## config.mk

```make
export PLATFORM = sky130hd
export DESIGN_NAME = nngr_queue
export DESIGN_NICKNAME = d
export VERILOG_FILES = /design/src/nngr_pkg.sv /design/src/nngr_queue.sv
export SDC_FILE = /design/constraint.sdc
export NUM_CORES = 1
export LEC_CHECK = 0
export ABC_AREA = 1
export BUFFER_PORTS_ARGS = -buffer_cell sky130_fd_sc_hd__buf_2
export CAP_MARGIN = 20
export CELL_PAD_IN_SITES_DETAIL_PLACEMENT = 1
export CELL_PAD_IN_SITES_GLOBAL_PLACEMENT = 1
export CORE_AREA = 2 2 137 139
export CTS_CLUSTER_DIAMETER = 60
export DETAILED_ROUTE_END_ITERATION = 16
export DIE_AREA = 0 0 139 141
export PLACE_DENSITY_LB_ADDON = 0.3
export SLEW_MARGIN = 10
export SYNTH_ARGS = -nofsm -noshare
export SYNTH_HDL_FRONTEND = slang
export SYNTH_SLANG_ARGS = --single-unit
```

## constraint.sdc

```tcl
create_clock -name aclk -period 4.4 [get_ports aclk]
set_clock_uncertainty 0.15 [all_clocks]
set_input_delay 0.66 -clock aclk [delete_from_list [all_inputs] [get_ports aclk]]
set_output_delay 0.66 -clock aclk [all_outputs]
set_load 0.005 [all_outputs]
```

## src/nngr_pkg.sv

```systemverilog
package nngr_pkg;

    // Size limits of the scaler.
    localparam int MAX_SRC_WIDTH  = 256;
    localparam int MAX_SRC_HEIGHT = 256;
    localparam int MAX_DST_DIM    = 4096;

    // Register widths.
    localparam int SW_W       = 9;
    localparam int SH_W       = 9;
    localparam int DW_W       = 13;
    localparam int DH_W       = 13;
    localparam int ALPHA_W    = 8;
    localparam int CFG_DATA_W = 13;
    localparam int CFG_IDX_W  = 3;

    localparam logic [CFG_IDX_W-1:0] CFG_SRC_WIDTH  = 3'd0;
    localparam logic [CFG_IDX_W-1:0] CFG_SRC_HEIGHT = 3'd1;
    localparam logic [CFG_IDX_W-1:0] CFG_DST_WIDTH  = 3'd2;
    localparam logic [CFG_IDX_W-1:0] CFG_DST_HEIGHT = 3'd3;
    localparam logic [CFG_IDX_W-1:0] CFG_ALPHA      = 3'd4;

    // Item kinds carried in s_tuser.
    localparam logic FUNC_LOAD = 1'b0;
    localparam logic FUNC_EMIT = 1'b1;

    // Pixel fields.
    localparam int COLOR_W    = 8;
    localparam int GRAY_W     = 8;
    localparam int POS_W      = $clog2(MAX_DST_DIM);
    localparam int S_TDATA_W  = 3 * COLOR_W;
    localparam int M_TDATA_W  = GRAY_W + ALPHA_W + 2 * POS_W;
    localparam int COL_LSB    = GRAY_W + ALPHA_W;
    localparam int ROW_LSB    = COL_LSB + POS_W;

    // Pixel store.
    localparam int STORE_DEPTH = MAX_SRC_WIDTH * MAX_SRC_HEIGHT;
    localparam int ADDR_W      = $clog2(STORE_DEPTH);
    localparam int TOTAL_W     = $clog2(STORE_DEPTH + 1);

    // Division by three as a multiplication by a rounded-up reciprocal.
    localparam int SUM_W      = COLOR_W + 2;
    localparam int DIV3_MUL   = 683;
    localparam int DIV3_SHIFT = 11;
    localparam int PROD_W     = SUM_W + 10;

    // Source coordinate divider.
    localparam int QUOT_W      = (MAX_SRC_WIDTH > MAX_SRC_HEIGHT) ?
                                 $clog2(MAX_SRC_WIDTH) : $clog2(MAX_SRC_HEIGHT);
    localparam int DIVIDEND_W  = POS_W + SW_W;
    localparam int DIVISOR_W   = DW_W;

    // Queue between front and back.
    localparam int QUEUE_DEPTH = 4;
    localparam int QUEUE_PTR_W = $clog2(QUEUE_DEPTH);
    localparam int QUEUE_CNT_W = $clog2(QUEUE_DEPTH + 1);

    // Clamped dimensions and alpha as seen by the datapath.
    typedef struct packed {
        logic [SW_W-1:0]    src_width;
        logic [SH_W-1:0]    src_height;
        logic [DW_W-1:0]    dst_width;
        logic [DH_W-1:0]    dst_height;
        logic [ALPHA_W-1:0] alpha;
    } cfg_t;

    // One classified item on its way to the back end.
    typedef struct packed {
        logic              func;
        logic [GRAY_W-1:0] gray;
        logic [ADDR_W-1:0] load_addr;
        logic [POS_W-1:0]  col;
        logic [POS_W-1:0]  row;
        logic              last;
    } job_t;

    function automatic logic [SW_W-1:0] clamp_src(input logic [SW_W-1:0] v, input int maxv);
        logic [SW_W-1:0] r;
        if (v == '0) begin
            r = SW_W'(1);
        end else if (int'(v) > maxv) begin
            r = SW_W'(maxv);
        end else begin
            r = v;
        end
        return r;
    endfunction

    function automatic logic [DW_W-1:0] clamp_dst(input logic [DW_W-1:0] v, input int maxv);
        logic [DW_W-1:0] r;
        if (v == '0) begin
            r = DW_W'(1);
        end else if (int'(v) > maxv) begin
            r = DW_W'(maxv);
        end else begin
            r = v;
        end
        return r;
    endfunction

endpackage

```

## src/nngr_queue.sv

```systemverilog
module nngr_queue (
    input  logic          aclk,
    input  logic          aresetn,
    input  logic          push_en,
    input  nngr_pkg::job_t push_data,
    output logic          full,
    input  logic          pop_en,
    output nngr_pkg::job_t pop_data,
    output logic          empty
);
    import nngr_pkg::*;

    job_t                   slot [QUEUE_DEPTH];
    logic [QUEUE_PTR_W-1:0] wr_ptr_reg;
    logic [QUEUE_PTR_W-1:0] rd_ptr_reg;
    logic [QUEUE_CNT_W-1:0] count_reg;

    assign full     = (count_reg == QUEUE_CNT_W'(QUEUE_DEPTH));
    assign empty    = (count_reg == '0);
    assign pop_data = slot[rd_ptr_reg];

    always_ff @(posedge aclk) begin
        if (push_en) begin
            slot[wr_ptr_reg] <= push_data;
        end
    end

    always_ff @(posedge aclk) begin
        if (!aresetn) begin
            wr_ptr_reg <= '0;
            rd_ptr_reg <= '0;
            count_reg  <= '0;
        end else begin
            if (push_en) begin
                wr_ptr_reg <= wr_ptr_reg + 1'b1;
            end
            if (pop_en) begin
                rd_ptr_reg <= rd_ptr_reg + 1'b1;
            end
            if (push_en && !pop_en) begin
                count_reg <= count_reg + 1'b1;
            end else if (pop_en && !push_en) begin
                count_reg <= count_reg - 1'b1;
            end
        end
    end

endmodule

```

==> reports/metrics.yaml <==
setup_path:
  critical_path.max_stage_delay_ps: 860
  cpLargestDelayFamily: "flip-flops"
  worst-endpoint-arrival_ps: 2430
  worst_setup_path_end_kind: "output pin"
  cp-start-kind: "flip-flop"
  timing.reg2reg.worst_path_depth: 5
  worst-path-stages: 4
  worst_path_max_delay_cell: "dfxtp_4"
  cp_data_required_time_ps: 3590
  crit_fanout: 72
  path_buf_inv: 2
  regToRegStartpoint: "wr_ptr_reg[0]"
  regToRegEndpoint: "slot[0][6]"
  timing.critical_path.cells: "buf_4, o21ai_0, o22ai_1, buf_2"
  endpoint: "pop_data[40]"
  setup.worst_path.class: "flip-flop to output pin"
  setup.reg_to_reg.worst_slack_ps: 2160
status:
  outcome: "finished, final reports clean"
route:
  routed_wire_length_per_instance_um: 20.2
  route.final.wire_length_mm: 18.0
  drcViolationCount: 0
  initialDrtViolationCount: 281
  detail_route.first_pass.iterations: 4
  drt_via_density: 5.35
  via_count: 4781
  ant_nets: 0
finish:
  largest_register_ff_count: 200
  final_nets: 704
  synthesis_to_finish_area_growth_pct: 14.2
  finalNonFillerCells: 893
  diodes: 0
  postLayoutCellArea_sq_mm: 0.00913
  layout_cells_sized_above_1: 0.222
yosys:
  synth-adder-area-share: 0.0103
  synth_top_area_share: 0.752
  xor_xnor_share_of_the_synthesized_area: 0
  synth_cells: 541
  ys_types: 22
  synth_seq_area_share: 0.774
  synth_area_sq_mm: 0.00799
  cell_type_contributing_the_most_total_cell_area_after_synthesis: "edfxtp_1"
  synth_seq_cells: 209
  synth_warnings: 0
  synth_top_family_by_area: "compound AO/OA/AOI/OAI gates"
  synth_top_cells_by_area: "edfxtp_1, nor2_1, o22ai_1, o21ai_1, o21ai_0"
  portion_of_netlist_area_occupied_by_mux_cells: 0
  synth_compound_gate_area_share: 0.108
  synthesis.area_per_instance_sq_um: 14.8
  synth_simple_gate_area_share: 0.0565
  postSynthNetCount: 601
global_route:
  grt_remaining_overflow: 0
  antenna_found_initial: 1
  grt_pass1_vias: 5262
  grt_max_degree: 101
  groute.usage.overall: 0.185
  grt_pass1_wl_mm: 28.5
clocking:
  clk-insertion-delay-late_ps: 480
  cts_inserted_buffers: 21
  cts_repair_resize_count: 0
  tritoncts_clock_tree: "built"
  cts_root_buf: "clkbuf_16"
  clock_sinks: 209
  max-clock-path-buffers: 3
  cts-hold-fix-buffers: 0
  h_tree_depth: 1
  clk_pin_slew_worst_paths_ps: 60
  post_cts_buffers: 0
place:
  gpl.final_weighted_congestion: 0.672
  placed_cell_area_sq_mm: 0.00853
  place.detailed.hpwl_mm: 10.4
  place_inst: 855
  port_buffers: 105
timing:
  setup-tns-final_ps: 0
  min_period_over_period: 0.737
  hold_viol: 0
  max_slew_margin: 0.339
  grt_setup_unrepaired: "no"
  worst_slew_pin_slew_ps: 989
  fmax_mhz: 308
  setup_viol: 0
  max_slew_violation_total_from_the_final_report: 0
  fin_crit_ps: 3240
power:
  power.switching_fraction: 0.228
  internal_power_w: 0.00327
  power.static_leakage_nw: 3.22
  seqPwrFrac: 0.546
  share_comb_of_total_power: 0.085
  pwr-share-clk: 0.370
  vdd_ir_drop_max_mv: 0.318
  power_switching_w: 0.000967
  power_density_mw_per_mm2: 464
die:
  rows: 50
  die-area_sq_mm: 0.0196
  die_width_um: 139
  core_area_sq_mm: 0.0183
  io_pins: 106
  die_h_um: 141
  initial_utilization: 0.437
run:
  maxCapViolCount: 0
min_path:
  hold_path.class: "input pin to flip-flop"
metal layers:
metal / global-route usage / vias to the layer above / routed length, um
li1: - / 2239 / -
met1: 0.232 / 2409 / 7730
met2: 0.329 / 102 / 9170
met3: 0.0370 / 29 / 816
met4: 0.0468 / 2 / 304
met5: 0 / - / 13
layout by cell type, fill, tap and decap left out, types with 4 or more instances in the layout:
cell / count
a21oi_1: 4
buf_2: 105
buf_4: 6
clkbuf_16: 21
clkinv_1: 9
clkinv_2: 4
dfxtp_1: 7
edfxtp_1: 200
ha_1: 5
inv_1: 11
inv_2: 5
nand2_1: 9
nor2_1: 104
o21ai_0: 46
o21ai_1: 60
o22ai_1: 50
power by group through the flow:
stage | Combinational (W) | Clock, W | Sequential [W]
finish | 0.000359 | 0.00157 | 0.00231
floorplan | 0.000231 | 0 | 0.00233
global placement | 0.000347 | 0 | 0.00235
detailed placement | 0.000366 | 0 | 0.00236
global route | 0.000407 | 0.00168 | 0.00232
CTS | 0.000368 | 0.00161 | 0.00231
cells in the mapped netlist:
cell type,number
buf_6,5
nand2_1,9
edfxtp_1,200
nor3_1,2
inv_12,1
o21ai_0,46
o22ai_1,50
buf_8,5
nor2_2,1
buf_4,5
inv_1,16
dfxtp_1,9
buf_12,5
fa_1,1
a21oi_1,4
dlymetal6s2s_1,1
nand4_1,1
o21ai_1,60
buf_2,10
nand3_1,1
ha_1,5
nor2_1,104
area by class of cell:
| class | count | area (sq um) |
|---|---|---|
| fill | 1868 | 9140 |
| sequential | 209 | 6190 |
| multi-input combinational | 284 | 1400 |
| timing repair buffer | 111 | 571 |
| clock buffer | 24 | 537 |
| tap | 234 | 293 |
| inverter | 17 | 76.3 |
| clock inverter | 14 | 62.6 |
stage by stage:
| stage | hold slack (ps) | setup WS [ps] | power, W | utilization |
|---|---|---|---|---|
| 2_1_floorplan | 262 | 2170 | 0.00256 | - |
| 3_3_place_gp | 268 | 1720 | 0.00270 | 0.467 |
| 3_5_place_dp | 298 | 1660 | 0.00272 | 0.467 |
| 4_1_cts | 211 | 1130 | 0.00429 | 0.500 |
| 5_1_grt | 214 | 1020 | 0.00441 | 0.500 |
| 6_report | 231 | 1160 | 0.00424 | 0.500 |
worst min-delay path by stage:
stage / startpoint / to / slack, ps / cells past startpoint
finish: push_data[33] / slot[3][33] / 230 / 1
global route: push_data[33] / slot[0][33] / 210 / 1
CTS: push_data[28] / slot[1][28] / 210 / 1
detailed placement: rd_ptr_reg[1] / flip-flop / 300 / 1
global placement: rd_ptr_reg[1] / flip-flop / 270 / 1
floorplan: rd_ptr_reg[1] / flip-flop / 260 / 1
cell families after synthesis:
group                      count (synthesis)
AOI/OAI and AO/OA                        160
adders and majority gates                  6
buffers and inverters                     48
DFF                                      209
and+or+nand+nor                          118
Note: power is estimated with default switching activity, not from simulation.
