## config.mk

```make
export PLATFORM = sky130hd
export DESIGN_NAME = nngr_front
export DESIGN_NICKNAME = d
export VERILOG_FILES = /design/src/nngr_pkg.sv /design/src/nngr_front.sv
export SDC_FILE = /design/constraint.sdc
export NUM_CORES = 1
export LEC_CHECK = 0
export BUFFER_PORTS_ARGS = -buffer_cell sky130_fd_sc_hd__buf_2
export CAP_MARGIN = 20
export CORE_ASPECT_RATIO = 1.2
export CORE_UTILIZATION = 35
export CTS_CLUSTER_DIAMETER = 40
export CTS_CLUSTER_SIZE = 30
export DETAILED_ROUTE_END_ITERATION = 10
export GPL_TIMING_DRIVEN = 1
export SLEW_MARGIN = 10
export SYNTH_ARGS = -nofsm -noshare
export SYNTH_HDL_FRONTEND = slang
export SYNTH_SLANG_ARGS = --single-unit
export TNS_END_PERCENT = 50
```

## constraint.sdc

```tcl
create_clock -name aclk -period 11.44 [get_ports aclk]
set_clock_uncertainty 0.15 [all_clocks]
set_input_delay 2.86 -clock aclk [delete_from_list [all_inputs] [get_ports aclk]]
set_output_delay 2.86 -clock aclk [all_outputs]
set_load 0.02 [all_outputs]
```

## src/nngr_pkg.sv

```systemverilog
package nngr_pkg;

    // Size limits of the scaler.
    localparam int MAX_SRC_WIDTH  = 256;
    localparam int MAX_SRC_HEIGHT = 256;
    localparam int MAX_DST_DIM    = 4096;

    // Register widths.
    localparam int SW_W       = 9;
    localparam int SH_W       = 9;
    localparam int DW_W       = 13;
    localparam int DH_W       = 13;
    localparam int ALPHA_W    = 8;
    localparam int CFG_DATA_W = 13;
    localparam int CFG_IDX_W  = 3;

    localparam logic [CFG_IDX_W-1:0] CFG_SRC_WIDTH  = 3'd0;
    localparam logic [CFG_IDX_W-1:0] CFG_SRC_HEIGHT = 3'd1;
    localparam logic [CFG_IDX_W-1:0] CFG_DST_WIDTH  = 3'd2;
    localparam logic [CFG_IDX_W-1:0] CFG_DST_HEIGHT = 3'd3;
    localparam logic [CFG_IDX_W-1:0] CFG_ALPHA      = 3'd4;

    // Item kinds carried in s_tuser.
    localparam logic FUNC_LOAD = 1'b0;
    localparam logic FUNC_EMIT = 1'b1;

    // Pixel fields.
    localparam int COLOR_W    = 8;
    localparam int GRAY_W     = 8;
    localparam int POS_W      = $clog2(MAX_DST_DIM);
    localparam int S_TDATA_W  = 3 * COLOR_W;
    localparam int M_TDATA_W  = GRAY_W + ALPHA_W + 2 * POS_W;
    localparam int COL_LSB    = GRAY_W + ALPHA_W;
    localparam int ROW_LSB    = COL_LSB + POS_W;

    // Pixel store.
    localparam int STORE_DEPTH = MAX_SRC_WIDTH * MAX_SRC_HEIGHT;
    localparam int ADDR_W      = $clog2(STORE_DEPTH);
    localparam int TOTAL_W     = $clog2(STORE_DEPTH + 1);

    // Division by three as a multiplication by a rounded-up reciprocal.
    localparam int SUM_W      = COLOR_W + 2;
    localparam int DIV3_MUL   = 683;
    localparam int DIV3_SHIFT = 11;
    localparam int PROD_W     = SUM_W + 10;

    // Source coordinate divider.
    localparam int QUOT_W      = (MAX_SRC_WIDTH > MAX_SRC_HEIGHT) ?
                                 $clog2(MAX_SRC_WIDTH) : $clog2(MAX_SRC_HEIGHT);
    localparam int DIVIDEND_W  = POS_W + SW_W;
    localparam int DIVISOR_W   = DW_W;

    // Queue between front and back.
    localparam int QUEUE_DEPTH = 4;
    localparam int QUEUE_PTR_W = $clog2(QUEUE_DEPTH);
    localparam int QUEUE_CNT_W = $clog2(QUEUE_DEPTH + 1);

    // Clamped dimensions and alpha as seen by the datapath.
    typedef struct packed {
        logic [SW_W-1:0]    src_width;
        logic [SH_W-1:0]    src_height;
        logic [DW_W-1:0]    dst_width;
        logic [DH_W-1:0]    dst_height;
        logic [ALPHA_W-1:0] alpha;
    } cfg_t;

    // One classified item on its way to the back end.
    typedef struct packed {
        logic              func;
        logic [GRAY_W-1:0] gray;
        logic [ADDR_W-1:0] load_addr;
        logic [POS_W-1:0]  col;
        logic [POS_W-1:0]  row;
        logic              last;
    } job_t;

    function automatic logic [SW_W-1:0] clamp_src(input logic [SW_W-1:0] v, input int maxv);
        logic [SW_W-1:0] r;
        if (v == '0) begin
            r = SW_W'(1);
        end else if (int'(v) > maxv) begin
            r = SW_W'(maxv);
        end else begin
            r = v;
        end
        return r;
    endfunction

    function automatic logic [DW_W-1:0] clamp_dst(input logic [DW_W-1:0] v, input int maxv);
        logic [DW_W-1:0] r;
        if (v == '0) begin
            r = DW_W'(1);
        end else if (int'(v) > maxv) begin
            r = DW_W'(maxv);
        end else begin
            r = v;
        end
        return r;
    endfunction

endpackage

```

## src/nngr_front.sv

```systemverilog
module nngr_front (
    input  logic                              aclk,
    input  logic                              aresetn,
    input  nngr_pkg::cfg_t                    cfg,
    input  logic                              s_tvalid,
    output logic                              s_tready,
    input  logic                              s_tuser,
    input  logic [nngr_pkg::S_TDATA_W-1:0]    s_tdata,
    input  logic                              q_full,
    output logic                              push_en,
    output nngr_pkg::job_t                    push_data
);
    import nngr_pkg::*;

    logic [ADDR_W-1:0]  load_pos_reg;
    logic [POS_W-1:0]   col_reg;
    logic [POS_W-1:0]   row_reg;

    logic [TOTAL_W-1:0] total;
    logic [ADDR_W-1:0]  load_cur;
    logic [TOTAL_W-1:0] load_inc;
    logic [ADDR_W-1:0]  load_next;
    logic [POS_W-1:0]   col_cur;
    logic [POS_W-1:0]   row_cur;
    logic               col_end;
    logic               row_end;
    logic [SUM_W-1:0]   sum;
    logic [PROD_W-1:0]  prod;

    assign s_tready = !q_full;
    assign push_en  = s_tvalid && !q_full;

    always_comb begin
        total    = TOTAL_W'(cfg.src_width) * TOTAL_W'(cfg.src_height);
        // A position left over from a larger frame restarts at zero.
        load_cur = ({1'b0, load_pos_reg} >= total) ? '0 : load_pos_reg;
        load_inc = TOTAL_W'(load_cur) + 1'b1;
        load_next = (load_inc >= total) ? '0 : load_inc[ADDR_W-1:0];

        col_cur = ({1'b0, col_reg} >= cfg.dst_width)  ? '0 : col_reg;
        row_cur = ({1'b0, row_reg} >= cfg.dst_height) ? '0 : row_reg;
        col_end = ({1'b0, col_cur} == (cfg.dst_width - 1'b1));
        row_end = ({1'b0, row_cur} == (cfg.dst_height - 1'b1));

        sum  = SUM_W'(s_tdata[0 +: COLOR_W]) + SUM_W'(s_tdata[COLOR_W +: COLOR_W])
             + SUM_W'(s_tdata[2*COLOR_W +: COLOR_W]);
        prod = PROD_W'(sum) * PROD_W'(DIV3_MUL);

        push_data.func      = s_tuser;
        push_data.gray      = prod[DIV3_SHIFT +: GRAY_W];
        push_data.load_addr = load_cur;
        push_data.col       = col_cur;
        push_data.row       = row_cur;
        push_data.last      = col_end && row_end;
    end

    always_ff @(posedge aclk) begin
        if (!aresetn) begin
            load_pos_reg <= '0;
            col_reg      <= '0;
            row_reg      <= '0;
        end else if (push_en) begin
            if (s_tuser == FUNC_LOAD) begin
                load_pos_reg <= load_next;
            end else if (col_end) begin
                col_reg <= '0;
                row_reg <= row_end ? '0 : row_cur + 1'b1;
            end else begin
                col_reg <= col_cur + 1'b1;
                row_reg <= row_cur;
            end
        end
    end

endmodule

```

==> metrics.cfg <==
[layout]
multi_input_area_mm2=0.00850
diodes=0
syn2layout_area_growth_pct=30.2
drive_gt1_frac=0.272
num-fill-cells=2577
stdcell_count=1716
largest_register_ffs=16
seq_area_um2=801
post-route-util=0.465
nets=1700

[worst_hold_path]
worstHoldStart=load_pos_reg[14]
min_path_cells=2
hp-class=reg2reg
hold_end=load_pos_reg[14]

[sta]
tightest_slew_ns=0.869
rsz0062_at_grt=yes
finalMaxSlewViolations=0
timing.final.ws_setup_ns=-0.0456
post-route-period-util=1.00
period_minus_slack_ns=11.49
timing.fmax_mhz=87.1
hold_violations=0
slew-limit-headroom=0.414
setup_viol=12

[placement]
io_buffers=124
place_ws_ns=-0.384
place_congestion=0.940
place_inst=1685
dp_hpwl_um=20800

[yosys]
yosys_warnings=0
synth-async-reset-ratio=0
synth_common_cells=159 x ha_1, 159 x inv_1, 99 x nand2_1, 79 x fa_1, 67 x and2_1
muxShareOfSynthArea=0.00437
synth_area_leader_cell=ha_1
ys.flop_type=dfxtp_1
synth_top_family_by_area=adder cells
synth_cell_types=85
synth-adder-area-share=0.379
synth_area_mm2=0.00944
synth_seq_area_share=0.0848
synth_seq_cells=40
synth_area_leaders=ha_1 21%, fa_1 17%, dfxtp_1 8.5%
yosys.area.top_type_share=0.211
synthCells=1155
avgSynthCellArea_um2=8.17
yosys.area_share.xor_xnor=0.0654
synth_compound_area_frac=0.156
yosys.area_share.simple=0.235
synth-edff-count=0
syn-num-nets=1474

[detailed_routing]
drt_iter0_markers=357
first_pass_iters=8
finalWirelength_um=25000
postRouteAntennaNets=0
viasPerCell=5.26
post-route-drc-count=26
vias=9024
wl_per_cell_um=14.6

[power]
ir_drop_v=0.000738
p_total_mw=4.24
p_per_area_mw_per_mm2=345
leakage_nw=6.02

[global_routing]
grt_first_pass_wirelength_um=42100
grt_antenna_before_repair=0
grt_pass1_vias=8938
grtUsageTotal=0.182
grt_max_degree=25
grt_overflow_total=0

[die]
fp-row-count=65
dieArea_mm2=0.0276
chipWidth_um=152
ioPinCount=133
fp.dieH_um=182
start_util=0.357
core-area_mm2=0.0264

[setup_path]
r2r_start=load_pos_reg[0]
r2r.worst_path.cells=28
worst_setup_path_end_kind=output port
worstPathRequired_ns=8.43
arrival_ns=8.48
crit_fanout=3
crit_path_start_kind=primary input
worstSetupPathType=in2out
reg2reg_slack_ns=5.51
r2r-end=load_pos_reg[11]

[clock_tree]
clock_sinks=40
h-tree-depth=2
clk_latency_ns=0.28
path_clk_slew_ns=0.06
cts_buffer_depth=2
cts_inserted_buffers=5
clock-root-buffer=clkbuf_16
cts_tree=done

[status]
violations=design-rule violations, negative setup slack
status=complete, but fails checks

[run]
maxCapViolations=0

final cells by class:
cell class / instances / area share
Inverter: 159 / 0.0488
Sequential cell: 40 / 0.0652
Clock buffer: 7 / 0.0124
Tap cell: 335 / 0.0341
Timing Repair Buffer: 248 / 0.148
Multi-Input combinational cell: 927 / 0.691
metal layers:
| layer | wire, µm | global-route usage | up-vias | part of all wire |
|---|---|---|---|---|
| met4 | 329 | 0.0408 | 0 | 0.013 |
| li1 | - | - | 4482 | - |
| met2 | 13000 | 0.345 | 217 | 0.52 |
| met1 | 10600 | 0.221 | 4301 | 0.43 |
| met3 | 989 | 0.0143 | 24 | 0.040 |
| met5 | 0 | 0 | - | 0 |
repair_timing:
action	4_1_cts	5_1_grt
pin swaps	64	52
resized for setup	109	69
endpoints found under the setup margin	23	39
gates cloned	1	0
hold buffers	0	0
buffers inserted	14	10
how the worst max path moves through the flow:
stage                         end  slack, ns         from  cells past startpoint
global route        push_data[45]      -0.32  s_tdata[18]                     25
floorplan           push_data[46]      0.006   s_tdata[2]                     23
global placement    push_data[32]      -0.35      cfg[44]                     25
detailed placement  push_data[46]      -0.38   s_tdata[1]                     26
finish              push_data[45]      -0.05   s_tdata[1]                     26
CTS                 push_data[45]      -0.08  s_tdata[18]                     26
power breakdown:
| group | internal (mW) | total [mW] | switching [mW] |
|---|---|---|---|
| clock network | 0.0915 | 0.146 | 0.0548 |
| logic | 1.89 | 3.96 | 2.07 |
| registers | 0.140 | 0.140 | 0.000481 |
| total | 2.12 | 4.24 | 2.12 |
stage by stage:
step | TNS (ns) | instance area [µm²] | hold WS (ns)
after global routing | -6.62 | 12300 | 0.345
final | -0.290 | 12300 | 0.316
after detailed placement | -7.46 | 11200 | 0.312
after CTS | -0.148 | 11900 | 0.321
after floorplan | 0 | 9590 | 0.293
after global placement | -6.51 | 11200 | 0.302
logic make-up (layout without fill, tap and decap cells):
| family | after synthesis | in the layout |
|---|---|---|
| simple gates | 410 | 410 |
| mux | 4 | 4 |
| fa+ha+maj | 239 | 239 |
| xor+xnor | 68 | 68 |
| compound gates | 206 | 206 |
| buf+inv | 188 | 414 |
| flops | 40 | 40 |
worst max-delay path, stage by stage:
cell,delay (ns)
buf_6,0.09
fa_1,0.48
ha_2,0.20
fa_2,0.34
a21o_1,0.17
a21oi_2,0.14
nor2b_1,0.06
o21a_1,0.18
nor2_2,0.12
xnor2_2,0.16
ha_4,0.25
ha_4,0.22
fa_1,0.53
inv_1,0.05
fa_1,0.49
inv_1,0.05
fa_1,0.51
ha_4,0.22
o2111ai_4,0.11
a41oi_2,0.19
o21a_1,0.23
o21a_1,0.18
o21a_1,0.21
nor2_2,0.13
xnor2_2,0.13
buf_4,0.16
placed cells by master, fill, tap and decap left out, types with 12 or more instances in the layout:
cell type and instances:
and3_1 30, inv_1 151, buf_2 87, and2_1 65
ha_4 13, nand2_1 88, o21a_1 17, buf_4 123
nor3_1 21, a21oi_1 23, o21ai_0 21, nand4_1 20
nor2_1 43, xnor2_1 44, nor2b_1 12, a21o_1 16
o31ai_1 17, buf_6 33, dfxtp_1 40, xor2_1 13
nand3_1 33, ha_1 144, fa_1 72
Power figures use the tool's default switching activity.
